**src/sfps_pkg.sv**
```systemverilog
// shared types and constants of the serial flash program sequencer
`timescale 1ns / 1ps
package sfps_pkg;

  // serial action codes
  typedef enum logic [1:0] {
    ACT_SEND  = 2'd0,
    ACT_RAISE = 2'd1,
    ACT_WAIT  = 2'd2
  } act_t;

  // request kinds
  localparam logic [1:0] KIND_START = 2'd0;
  localparam logic [1:0] KIND_DATA  = 2'd1;
  localparam logic [1:0] KIND_ERASE = 2'd2;

  // device code that selects the auto-address-increment mode
  localparam logic [15:0] ID_AAI = 16'hBF4A;

  // flash opcodes
  localparam logic [7:0] OP_AAI   = 8'hAD;
  localparam logic [7:0] OP_BP    = 8'h02;
  localparam logic [7:0] OP_WREN  = 8'h06;
  localparam logic [7:0] OP_WRDI  = 8'h04;
  localparam logic [7:0] OP_ERASE = 8'h20;

  // register index of the device code
  localparam logic REG_DEVICE_ID = 1'b0;

  // most actions one request can cause
  localparam int MAX_ACTS = 12;

  // one queued serial action
  typedef struct packed {
    act_t       action;
    logic [7:0] data;
  } ent_t;

  // build an action, byte forced to zero unless it is a send
  function automatic ent_t mk_ent(act_t a, logic [7:0] b);
    ent_t e;
    e.action = a;
    e.data   = (a == ACT_SEND) ? b : 8'h00;
    return e;
  endfunction

endpackage

```
**src/spi_flash_program_sequencer.sv**
```systemverilog
// serial flash program and erase sequencer, top level
//
//  channel | direction | handshake                 | payload
//  in_     | input     | in_tvalid / in_tready     | tuser kind, tdata address, length, data
//  out_    | output    | out_tvalid / out_tready   | tuser action, tdata byte, tlast last
//  cfg_    | input     | apb psel/penable, pready=1| device_id at byte address 0
//
// a request is held in an input register until the action queue is free, then all of its actions
// (up to twelve) are worked out in one pass and loaded into the action queue
// the queue drains one action per cycle while out_tready is high; the next request waits
// in the input register meanwhile
// synchronous active-low reset clears all control state and device_id
// out_tready low simply holds the current action; nothing is dropped
`timescale 1ns / 1ps
module spi_flash_program_sequencer
  import sfps_pkg::*;
#(
  parameter int PAGE_BYTES = 256
) (
  input  logic        clk,
  input  logic        rst_n,
  // request channel
  input  logic        in_tvalid,
  output logic        in_tready,
  input  logic [47:0] in_tdata,   // address[23:0], length[39:24], data_byte[47:40]
  input  logic [1:0]  in_tuser,   // kind[1:0]
  // action channel
  output logic        out_tvalid,
  input  logic        out_tready,
  output logic [7:0]  out_tdata,  // byte_out[7:0]
  output logic [1:0]  out_tuser,  // action[1:0]
  output logic        out_tlast,
  // register port
  input  logic        cfg_psel,
  input  logic        cfg_penable,
  input  logic        cfg_pwrite,
  input  logic [2:0]  cfg_paddr,
  input  logic [31:0] cfg_pwdata,
  output logic [31:0] cfg_prdata,
  output logic        cfg_pready
);

  localparam int OFF_W = $clog2(PAGE_BYTES);
  localparam logic [23:0] RECIP = 24'((64'd1 << 24) / PAGE_BYTES);
  localparam logic [OFF_W-1:0] OFF_LAST = OFF_W'(PAGE_BYTES - 1);
  localparam logic [23:0] PAGE_W = 24'(PAGE_BYTES);

  // register port
  logic [15:0] device_id_r;

  assign cfg_pready = 1'b1;
  assign cfg_prdata = (cfg_paddr[2] == REG_DEVICE_ID) ? {16'h0000, device_id_r} : 32'h0;

  always_ff @(posedge clk) begin
    if (!rst_n) begin
      device_id_r <= 16'h0000;
    end else if (cfg_psel && cfg_penable && cfg_pwrite && cfg_pready &&
                 cfg_paddr[2] == REG_DEVICE_ID) begin
      device_id_r <= cfg_pwdata[15:0];
    end
  end

  // input register
  logic        in_valid_r;
  logic [1:0]  kind_r;
  logic [23:0] addr_r;
  logic [15:0] len_r;
  logic [7:0]  dbyte_r;
  logic [23:0] qest_r;
  logic [47:0] qprod;
  logic        load;
  logic        seq_free;
  logic        out_go;

  assign qprod     = in_tdata[23:0] * RECIP;
  assign in_tready = !in_valid_r || load;

  always_ff @(posedge clk) begin
    if (!rst_n) begin
      in_valid_r <= 1'b0;
    end else if (in_tvalid && in_tready) begin
      in_valid_r <= 1'b1;
    end else if (load) begin
      in_valid_r <= 1'b0;
    end
  end

  // payload of the held request, with a page quotient estimate
  always_ff @(posedge clk) begin
    if (in_tvalid && in_tready) begin
      kind_r  <= in_tuser;
      addr_r  <= in_tdata[23:0];
      len_r   <= in_tdata[39:24];
      dbyte_r <= in_tdata[47:40];
      qest_r  <= qprod[47:24];
    end
  end

  // write state
  logic             wa_r,   wa_nxt;
  logic             aai_r,  aai_nxt;
  logic [23:0]      na_r,   na_nxt;
  logic [23:0]      fa_r,   fa_nxt;
  logic [15:0]      bl_r,   bl_nxt;
  logic [7:0]       hb_r,   hb_nxt;
  logic             hv_r,   hv_nxt;
  logic             st_r,   st_nxt;
  logic [OFF_W-1:0] off_r,  off_nxt;

  // page offset of the start address
  logic [23:0]      rem_w;
  logic [OFF_W-1:0] start_off;
  logic [23:0]      bp_addr;

  assign rem_w     = addr_r - 24'(qest_r * PAGE_W);
  assign start_off = (rem_w >= PAGE_W) ? OFF_W'(rem_w - PAGE_W) : OFF_W'(rem_w);
  assign bp_addr   = (bl_r == 16'd1) ? fa_r : na_r;

  // action list for the held request
  ent_t       seq_nxt [MAX_ACTS];
  logic [3:0] n;

  always_comb begin
    wa_nxt  = wa_r;
    aai_nxt = aai_r;
    na_nxt  = na_r;
    fa_nxt  = fa_r;
    bl_nxt  = bl_r;
    hb_nxt  = hb_r;
    hv_nxt  = hv_r;
    st_nxt  = st_r;
    off_nxt = off_r;
    n       = 4'd0;
    for (int i = 0; i < MAX_ACTS; i++) begin
      seq_nxt[i] = mk_ent(ACT_WAIT, 8'h00);
    end

    case (kind_r)
      KIND_START: begin
        if (len_r != 16'd0) begin
          // abandon an open write
          if (wa_r) begin
            if (!aai_r) begin
              seq_nxt[n] = mk_ent(ACT_RAISE, 8'h00); n = n + 4'd1;
            end else if (st_r) begin
              seq_nxt[n] = mk_ent(ACT_SEND, OP_WRDI); n = n + 4'd1;
              seq_nxt[n] = mk_ent(ACT_RAISE, 8'h00);  n = n + 4'd1;
            end
          end
          wa_nxt  = 1'b1;
          hv_nxt  = 1'b0;
          st_nxt  = 1'b0;
          aai_nxt = (device_id_r == ID_AAI);
          na_nxt  = addr_r;
          fa_nxt  = addr_r + {8'h00, len_r} - 24'd1;
          bl_nxt  = len_r;
          off_nxt = start_off;
          seq_nxt[n] = mk_ent(ACT_WAIT, 8'h00); n = n + 4'd1;
          if (device_id_r != ID_AAI) begin
            seq_nxt[n] = mk_ent(ACT_SEND, OP_WREN);        n = n + 4'd1;
            seq_nxt[n] = mk_ent(ACT_RAISE, 8'h00);         n = n + 4'd1;
            seq_nxt[n] = mk_ent(ACT_WAIT, 8'h00);          n = n + 4'd1;
            seq_nxt[n] = mk_ent(ACT_SEND, OP_BP);          n = n + 4'd1;
            seq_nxt[n] = mk_ent(ACT_SEND, addr_r[23:16]);  n = n + 4'd1;
            seq_nxt[n] = mk_ent(ACT_SEND, addr_r[15:8]);   n = n + 4'd1;
            seq_nxt[n] = mk_ent(ACT_SEND, addr_r[7:0]);    n = n + 4'd1;
          end
        end
      end

      KIND_DATA: begin
        if (wa_r && !aai_r) begin
          // page program byte
          seq_nxt[n] = mk_ent(ACT_SEND, dbyte_r); n = n + 4'd1;
          na_nxt  = na_r + 24'd1;
          bl_nxt  = bl_r - 16'd1;
          // offset restarts at a page end and where the address wraps to zero
          off_nxt = (off_r == OFF_LAST || na_nxt == 24'd0) ? '0 : off_r + OFF_W'(1);
          if (bl_nxt == 16'd0) begin
            seq_nxt[n] = mk_ent(ACT_RAISE, 8'h00); n = n + 4'd1;
            seq_nxt[n] = mk_ent(ACT_WAIT, 8'h00);  n = n + 4'd1;
            wa_nxt = 1'b0;
          end else if (off_nxt == '0) begin
            // page boundary: new program command
            seq_nxt[n] = mk_ent(ACT_RAISE, 8'h00);         n = n + 4'd1;
            seq_nxt[n] = mk_ent(ACT_WAIT, 8'h00);          n = n + 4'd1;
            seq_nxt[n] = mk_ent(ACT_SEND, OP_WREN);        n = n + 4'd1;
            seq_nxt[n] = mk_ent(ACT_RAISE, 8'h00);         n = n + 4'd1;
            seq_nxt[n] = mk_ent(ACT_WAIT, 8'h00);          n = n + 4'd1;
            seq_nxt[n] = mk_ent(ACT_SEND, OP_BP);          n = n + 4'd1;
            seq_nxt[n] = mk_ent(ACT_SEND, na_nxt[23:16]);  n = n + 4'd1;
            seq_nxt[n] = mk_ent(ACT_SEND, na_nxt[15:8]);   n = n + 4'd1;
            seq_nxt[n] = mk_ent(ACT_SEND, na_nxt[7:0]);    n = n + 4'd1;
          end
        end else if (wa_r && !hv_r && (bl_r == 16'd1 || na_r[0])) begin
          // single byte program
          seq_nxt[n] = mk_ent(ACT_SEND, OP_WREN);        n = n + 4'd1;
          seq_nxt[n] = mk_ent(ACT_RAISE, 8'h00);         n = n + 4'd1;
          seq_nxt[n] = mk_ent(ACT_SEND, OP_BP);          n = n + 4'd1;
          seq_nxt[n] = mk_ent(ACT_SEND, bp_addr[23:16]); n = n + 4'd1;
          seq_nxt[n] = mk_ent(ACT_SEND, bp_addr[15:8]);  n = n + 4'd1;
          seq_nxt[n] = mk_ent(ACT_SEND, bp_addr[7:0]);   n = n + 4'd1;
          seq_nxt[n] = mk_ent(ACT_SEND, dbyte_r);        n = n + 4'd1;
          seq_nxt[n] = mk_ent(ACT_RAISE, 8'h00);         n = n + 4'd1;
          seq_nxt[n] = mk_ent(ACT_WAIT, 8'h00);          n = n + 4'd1;
          na_nxt = na_r + 24'd1;
          bl_nxt = bl_r - 16'd1;
          if (bl_nxt == 16'd0) begin
            wa_nxt = 1'b0;
          end
        end else if (wa_r && !hv_r) begin
          // first byte of a pair waits for its partner
          hb_nxt = dbyte_r;
          hv_nxt = 1'b1;
        end else if (wa_r) begin
          // pair in auto-increment mode
          if (!st_r) begin
            seq_nxt[n] = mk_ent(ACT_SEND, OP_WREN);      n = n + 4'd1;
            seq_nxt[n] = mk_ent(ACT_RAISE, 8'h00);       n = n + 4'd1;
            seq_nxt[n] = mk_ent(ACT_SEND, OP_AAI);       n = n + 4'd1;
            seq_nxt[n] = mk_ent(ACT_SEND, na_r[23:16]);  n = n + 4'd1;
            seq_nxt[n] = mk_ent(ACT_SEND, na_r[15:8]);   n = n + 4'd1;
            seq_nxt[n] = mk_ent(ACT_SEND, na_r[7:0]);    n = n + 4'd1;
            st_nxt = 1'b1;
          end else begin
            seq_nxt[n] = mk_ent(ACT_SEND, OP_AAI); n = n + 4'd1;
          end
          seq_nxt[n] = mk_ent(ACT_SEND, hb_r);    n = n + 4'd1;
          seq_nxt[n] = mk_ent(ACT_SEND, dbyte_r); n = n + 4'd1;
          seq_nxt[n] = mk_ent(ACT_RAISE, 8'h00);  n = n + 4'd1;
          seq_nxt[n] = mk_ent(ACT_WAIT, 8'h00);   n = n + 4'd1;
          hv_nxt = 1'b0;
          na_nxt = na_r + 24'd2;
          bl_nxt = bl_r - 16'd2;
          if (bl_nxt < 16'd2) begin
            seq_nxt[n] = mk_ent(ACT_SEND, OP_WRDI); n = n + 4'd1;
            seq_nxt[n] = mk_ent(ACT_RAISE, 8'h00);  n = n + 4'd1;
            st_nxt = 1'b0;
            if (bl_nxt == 16'd0) begin
              wa_nxt = 1'b0;
            end
          end
        end
      end

      KIND_ERASE: begin
        // abandon an open write
        if (wa_r) begin
          if (!aai_r) begin
            seq_nxt[n] = mk_ent(ACT_RAISE, 8'h00); n = n + 4'd1;
          end else if (st_r) begin
            seq_nxt[n] = mk_ent(ACT_SEND, OP_WRDI); n = n + 4'd1;
            seq_nxt[n] = mk_ent(ACT_RAISE, 8'h00);  n = n + 4'd1;
          end
        end
        wa_nxt = 1'b0;
        hv_nxt = 1'b0;
        st_nxt = 1'b0;
        seq_nxt[n] = mk_ent(ACT_WAIT, 8'h00);         n = n + 4'd1;
        seq_nxt[n] = mk_ent(ACT_SEND, OP_WREN);       n = n + 4'd1;
        seq_nxt[n] = mk_ent(ACT_RAISE, 8'h00);        n = n + 4'd1;
        seq_nxt[n] = mk_ent(ACT_WAIT, 8'h00);         n = n + 4'd1;
        seq_nxt[n] = mk_ent(ACT_SEND, OP_ERASE);      n = n + 4'd1;
        seq_nxt[n] = mk_ent(ACT_SEND, addr_r[23:16]); n = n + 4'd1;
        seq_nxt[n] = mk_ent(ACT_SEND, addr_r[15:8]);  n = n + 4'd1;
        seq_nxt[n] = mk_ent(ACT_SEND, addr_r[7:0]);   n = n + 4'd1;
        seq_nxt[n] = mk_ent(ACT_RAISE, 8'h00);        n = n + 4'd1;
        seq_nxt[n] = mk_ent(ACT_WAIT, 8'h00);         n = n + 4'd1;
      end

      default: begin
        n = 4'd0;
      end
    endcase
  end

  // state update when the held request is processed
  always_ff @(posedge clk) begin
    if (!rst_n) begin
      wa_r  <= 1'b0;
      aai_r <= 1'b0;
      na_r  <= 24'h0;
      fa_r  <= 24'h0;
      bl_r  <= 16'h0;
      hb_r  <= 8'h00;
      hv_r  <= 1'b0;
      st_r  <= 1'b0;
      off_r <= '0;
    end else if (load) begin
      wa_r  <= wa_nxt;
      aai_r <= aai_nxt;
      na_r  <= na_nxt;
      fa_r  <= fa_nxt;
      bl_r  <= bl_nxt;
      hb_r  <= hb_nxt;
      hv_r  <= hv_nxt;
      st_r  <= st_nxt;
      off_r <= off_nxt;
    end
  end

  // action queue
  ent_t       seq_r [MAX_ACTS];
  logic [3:0] cnt_r;
  logic [3:0] idx_r;
  logic       seq_valid_r;
  ent_t       cur;

  assign cur        = seq_r[idx_r];
  assign out_tvalid = seq_valid_r;
  assign out_tuser  = cur.action;
  assign out_tdata  = cur.data;
  assign out_tlast  = (idx_r == cnt_r - 4'd1);
  assign out_go     = out_tvalid && out_tready;
  assign seq_free   = !seq_valid_r || (out_go && out_tlast);
  assign load       = in_valid_r && seq_free;

  always_ff @(posedge clk) begin
    if (!rst_n) begin
      seq_valid_r <= 1'b0;
      cnt_r       <= 4'd0;
      idx_r       <= 4'd0;
    end else if (load && n != 4'd0) begin
      seq_valid_r <= 1'b1;
      cnt_r       <= n;
      idx_r       <= 4'd0;
    end else if (out_go && out_tlast) begin
      seq_valid_r <= 1'b0;
    end else if (out_go) begin
      idx_r <= idx_r + 4'd1;
    end
  end

  // queue payload
  always_ff @(posedge clk) begin
    if (load && n != 4'd0) begin
      for (int i = 0; i < MAX_ACTS; i++) begin
        seq_r[i] <= seq_nxt[i];
      end
    end
  end

endmodule
```
**config.mk**
```make
export PLATFORM = sky130hd
export DESIGN_NAME = spi_flash_program_sequencer
export DESIGN_NICKNAME = d
export VERILOG_FILES = /design/src/sfps_pkg.sv /design/src/spi_flash_program_sequencer.sv
export SDC_FILE = /design/constraint.sdc
export NUM_CORES = 1
export LEC_CHECK = 0
export BUFFER_PORTS_ARGS = -buffer_cell sky130_fd_sc_hd__buf_2
export CAP_MARGIN = 15
export CELL_PAD_IN_SITES_DETAIL_PLACEMENT = 1
export CELL_PAD_IN_SITES_GLOBAL_PLACEMENT = 2
export CORE_ASPECT_RATIO = 0.9
export CORE_MARGIN = 2
export CORE_UTILIZATION = 38
export DETAILED_ROUTE_END_ITERATION = 7
export HOLD_SLACK_MARGIN = 0.03
export PLACE_DENSITY_LB_ADDON = 0.1
export SETUP_SLACK_MARGIN = 0.15
export SLEW_MARGIN = 40
export SYNTH_ARGS = -nofsm -noshare
export SYNTH_HDL_FRONTEND = slang
export SYNTH_SLANG_ARGS = --single-unit
```
**constraint.sdc**
```tcl
create_clock -name clk -period 8.7 [get_ports clk]
set_input_delay 0.435 -clock clk [delete_from_list [all_inputs] [get_ports clk]]
set_output_delay 0.435 -clock clk [all_outputs]
set_load 0.02 [all_outputs]
```
==> reports/metrics.cfg <==
[setup_path]
rrSetupSlack_ns=2.92
cp.arrival_ns=6.04
path_class=register to register
required_ns=8.96
rr_startpoint=aai_r
ff2ff_path_depth=16
end_kind=register
cp_max_fo=57
r2r_end=seq_r[6][4]
crit_path_start_kind=register

[timing]
relSlewSlack_pct=39.37
slew_violations=0
hold_viol_final=0
setup_tns_ns=0
setup_viol=0
clock_skew_ns=0.01385
fin_crit_sh_pct=66.42
grt_setup_unrepaired=no
tightest_slew_ns=0.9067
period_needed_ns=5.778
clock.fmax_mhz=173.1

[cts]
clockRootBuffer=clkbuf_16
cts_tree=built
postCtsSetupBuffers=0
numCtsBuffers=35
clockBufferDepth=3
cts_resized=0
hold_buffers=0
htreeDepth=2
insertion_delay_ns=0.56
cts_sinks=284
clk_pin_slew_worst_paths_ns=0.06

[drt]
vias_per_cell=6.318
remaining_drc_errors=0
dr.pass1.iters=8
vias=17650
routed_wl_um=80540
drt_iter0_drc=1474
ant_nets=0
routedWlPerCell_um=28.82

[yosys]
syn_area_um2=18850
yosysWarningCount=0
syn_area_per_cell_um2=8.810
ys_seq_elements=284
synth_flop_cell=edfxtp_1
synth_enable_flop_cells=170
async_reset_ff_share_pct=0
seq_area_frac_synth_pct=39.20
syn_inst=2139
ys_types=97

[place]
gp_congestion=0.9568
port_buffers=102
postPlaceCellArea_um2=19590
dp_hpwl_um=58820

[floorplanning]
fp.dieW_um=238.7
start_util_pct=38.43
design.die.area_um2=51390
pin_count=138
rows=77
core_area_um2=49040
die_y_um=215.3

[cells_and_area]
final_area_um2=20710
final_nets=2290
syn2layout_area_growth_pct=9.912
drive_above_1_share_pct=13.01
utilization_pct=42.24

[global_route]
grt_overflow=0
grt_antenna_before_repair=10
use_met3_pct=6.936
grt_max_degree=78
grtUsageMet2_pct=47.79
top_usage_layer=met2
gr-usage-all-layers_pct=30.91
grt_pass1_wl_um=118000
grtUsageMet1_pct=42.77
grt_pass1_vias=17400

[worst_hold_path]
holdPathStages=1
worstHoldPathType=input port to register
worstHoldStart=in_tdata[31]
holdPathEnd=len_r[7]

[status]
outcome=finished clean

[power_and_ir_drop]
leakagePower_nw=7.289
p_per_area_nw_per_um2=169.7
vdd_drop_max_v=0.0001510

[flow_run]
drv_cap=0

[synthesized netlist by cell type, types with 7 or more instances]
cell type	instances	area share, %
nand2_1	246	4.9
a21oi_1	174	4.6
edfxtp_1	170	27
nor2_1	165	3.3
clkbuf_1	141	2.8
o21ai_0	127	3.4
dfxtp_1	114	12
inv_1	103	2.1
nand3_1	72	1.9
ha_1	64	4.2
a211oi_1	47	1.9
nor3_1	45	1.2
o22ai_1	43	1.4
xnor2_1	38	1.8
a221o_1	32	1.7
mux4_2	30	3.6
nor4_1	29	0.96
mux2i_1	27	1.4
nor2b_1	26	0.86
a22oi_1	25	1.0
nand4_1	23	0.76
a221oi_1	22	1.0
o211ai_1	21	0.84
xor2_1	21	0.98
a31oi_1	19	0.63
and2_1	18	0.60
buf_4	18	0.72
o31ai_1	17	0.68
and3_1	14	0.46
a21o_1	13	0.52
a22o_1	12	0.56
nand2b_1	12	0.40
o21a_1	12	0.48
or3_1	12	0.40
buf_2	11	0.29
clkbuf_8	11	0.80
buf_1	9	0.18
or2_2	9	0.30
o311ai_0	8	0.37
and4_1	7	0.33
o221ai_1	7	0.33
[routing by layer]
metal | up-vias | routed length (um)
li1 | 7950 | -
met4 | 6 | 2555
met5 | - | 38
met1 | 8874 | 35380
met2 | 690 | 35610
met3 | 132 | 6960
[cell type report]
| type | instances | area [um2] |
|---|---|---|
| fill | 5644 | 28320 |
| multi-input combinational | 1570 | 10260 |
| antenna | 2 | 5.005 |
| sequential | 284 | 7390 |
| tap | 632 | 790.8 |
| clock inverter | 12 | 107.6 |
| inverter | 105 | 394.1 |
| clock buffer | 52 | 979.7 |
| timing repair buffer | 137 | 785.8 |
[placed cells by master (no fill, tap or decap), types with 63 or more instances in the layout]
cell type,count
buf_2,103
ha_1,63
o21ai_0,127
dfxtp_1,112
nand3_1,72
nand2_1,246
a21oi_1,172
nor2_1,160
inv_1,103
edfxtp_1,170
[where the power goes]
group | total [W] | internal, W | switching [W] | leakage [nW]
Sequential | 0.00156 | 0.00148 | 0.0000780 | 2.55
Clock | 0.00144 | 0.000817 | 0.000620 | 0.525
Combinational | 0.000516 | 0.000178 | 0.000339 | 4.21
Total | 0.00351 | 0.00248 | 0.00104 | 7.29
[flip-flops by register name, indices dropped and copies added (netlist names), 16 cells and up, named ones only]
register,count
bl_r,16
addr_r,24
len_r,16
na_r,24
seq_r,120
fa_r,24
device_id_r,16
[through the flow]
stage                     instances  power (W)  hold slack (ns)  setup WS [ns]
final                          2794   0.003515          0.05018          2.922
after global routing           2792   0.003643          0.03973          2.590
after CTS                      2791   0.003537          0.03226          2.988
after detailed placement       2727   0.002096           0.4589          2.999
after global placement         2726   0.002080           0.4489          3.029
after floorplan                2154   0.001910           0.4275          2.015
[critical path, stage by stage, from the launching register on]
cell and delay (ns):
dfxtp_1 0.60, inv_1 0.16, nand2_2 0.44, inv_1 0.53, ha_1 0.37, buf_4 0.24, ha_2 0.39, inv_1 0.23
o32ai_1 0.13, a31oi_1 0.35, o211ai_1 0.19, or2_2 0.32, nand3b_1 0.15, o21ai_0 0.28, o21ai_2 0.21, and2_4 0.42
buf_4 0.39
[cells by family (layout without fill, tap and decap cells)]
kind of cell	count (synthesis)	in the layout	share of synthesized area, %
mux	60	60	5.218
other cells	2	19	0.03985
xor+xnor	59	59	2.742
compound gates	650	650	22.92
simple gates	719	719	18.38
buf+inv	300	306	7.150
flops	284	284	39.20
fa+ha+maj	65	65	4.355
[worst max-delay path by stage]
stage | startpoint | endpoint | slack [ns]
6_report | aai_r | seq_r[6][4] | 2.92
5_1_grt | wa_r | seq_r[10][5] | 2.59
4_1_cts | bl_r[3] | seq_r[8][0] | 2.99
3_5_place_dp | bl_r[3] | seq_r[4][6] | 3.00
3_3_place_gp | bl_r[3] | seq_r[4][4] | 3.03
2_1_floorplan | bl_r[9] | seq_r[0][0] | 2.01
Power figures use the tool's default switching activity.
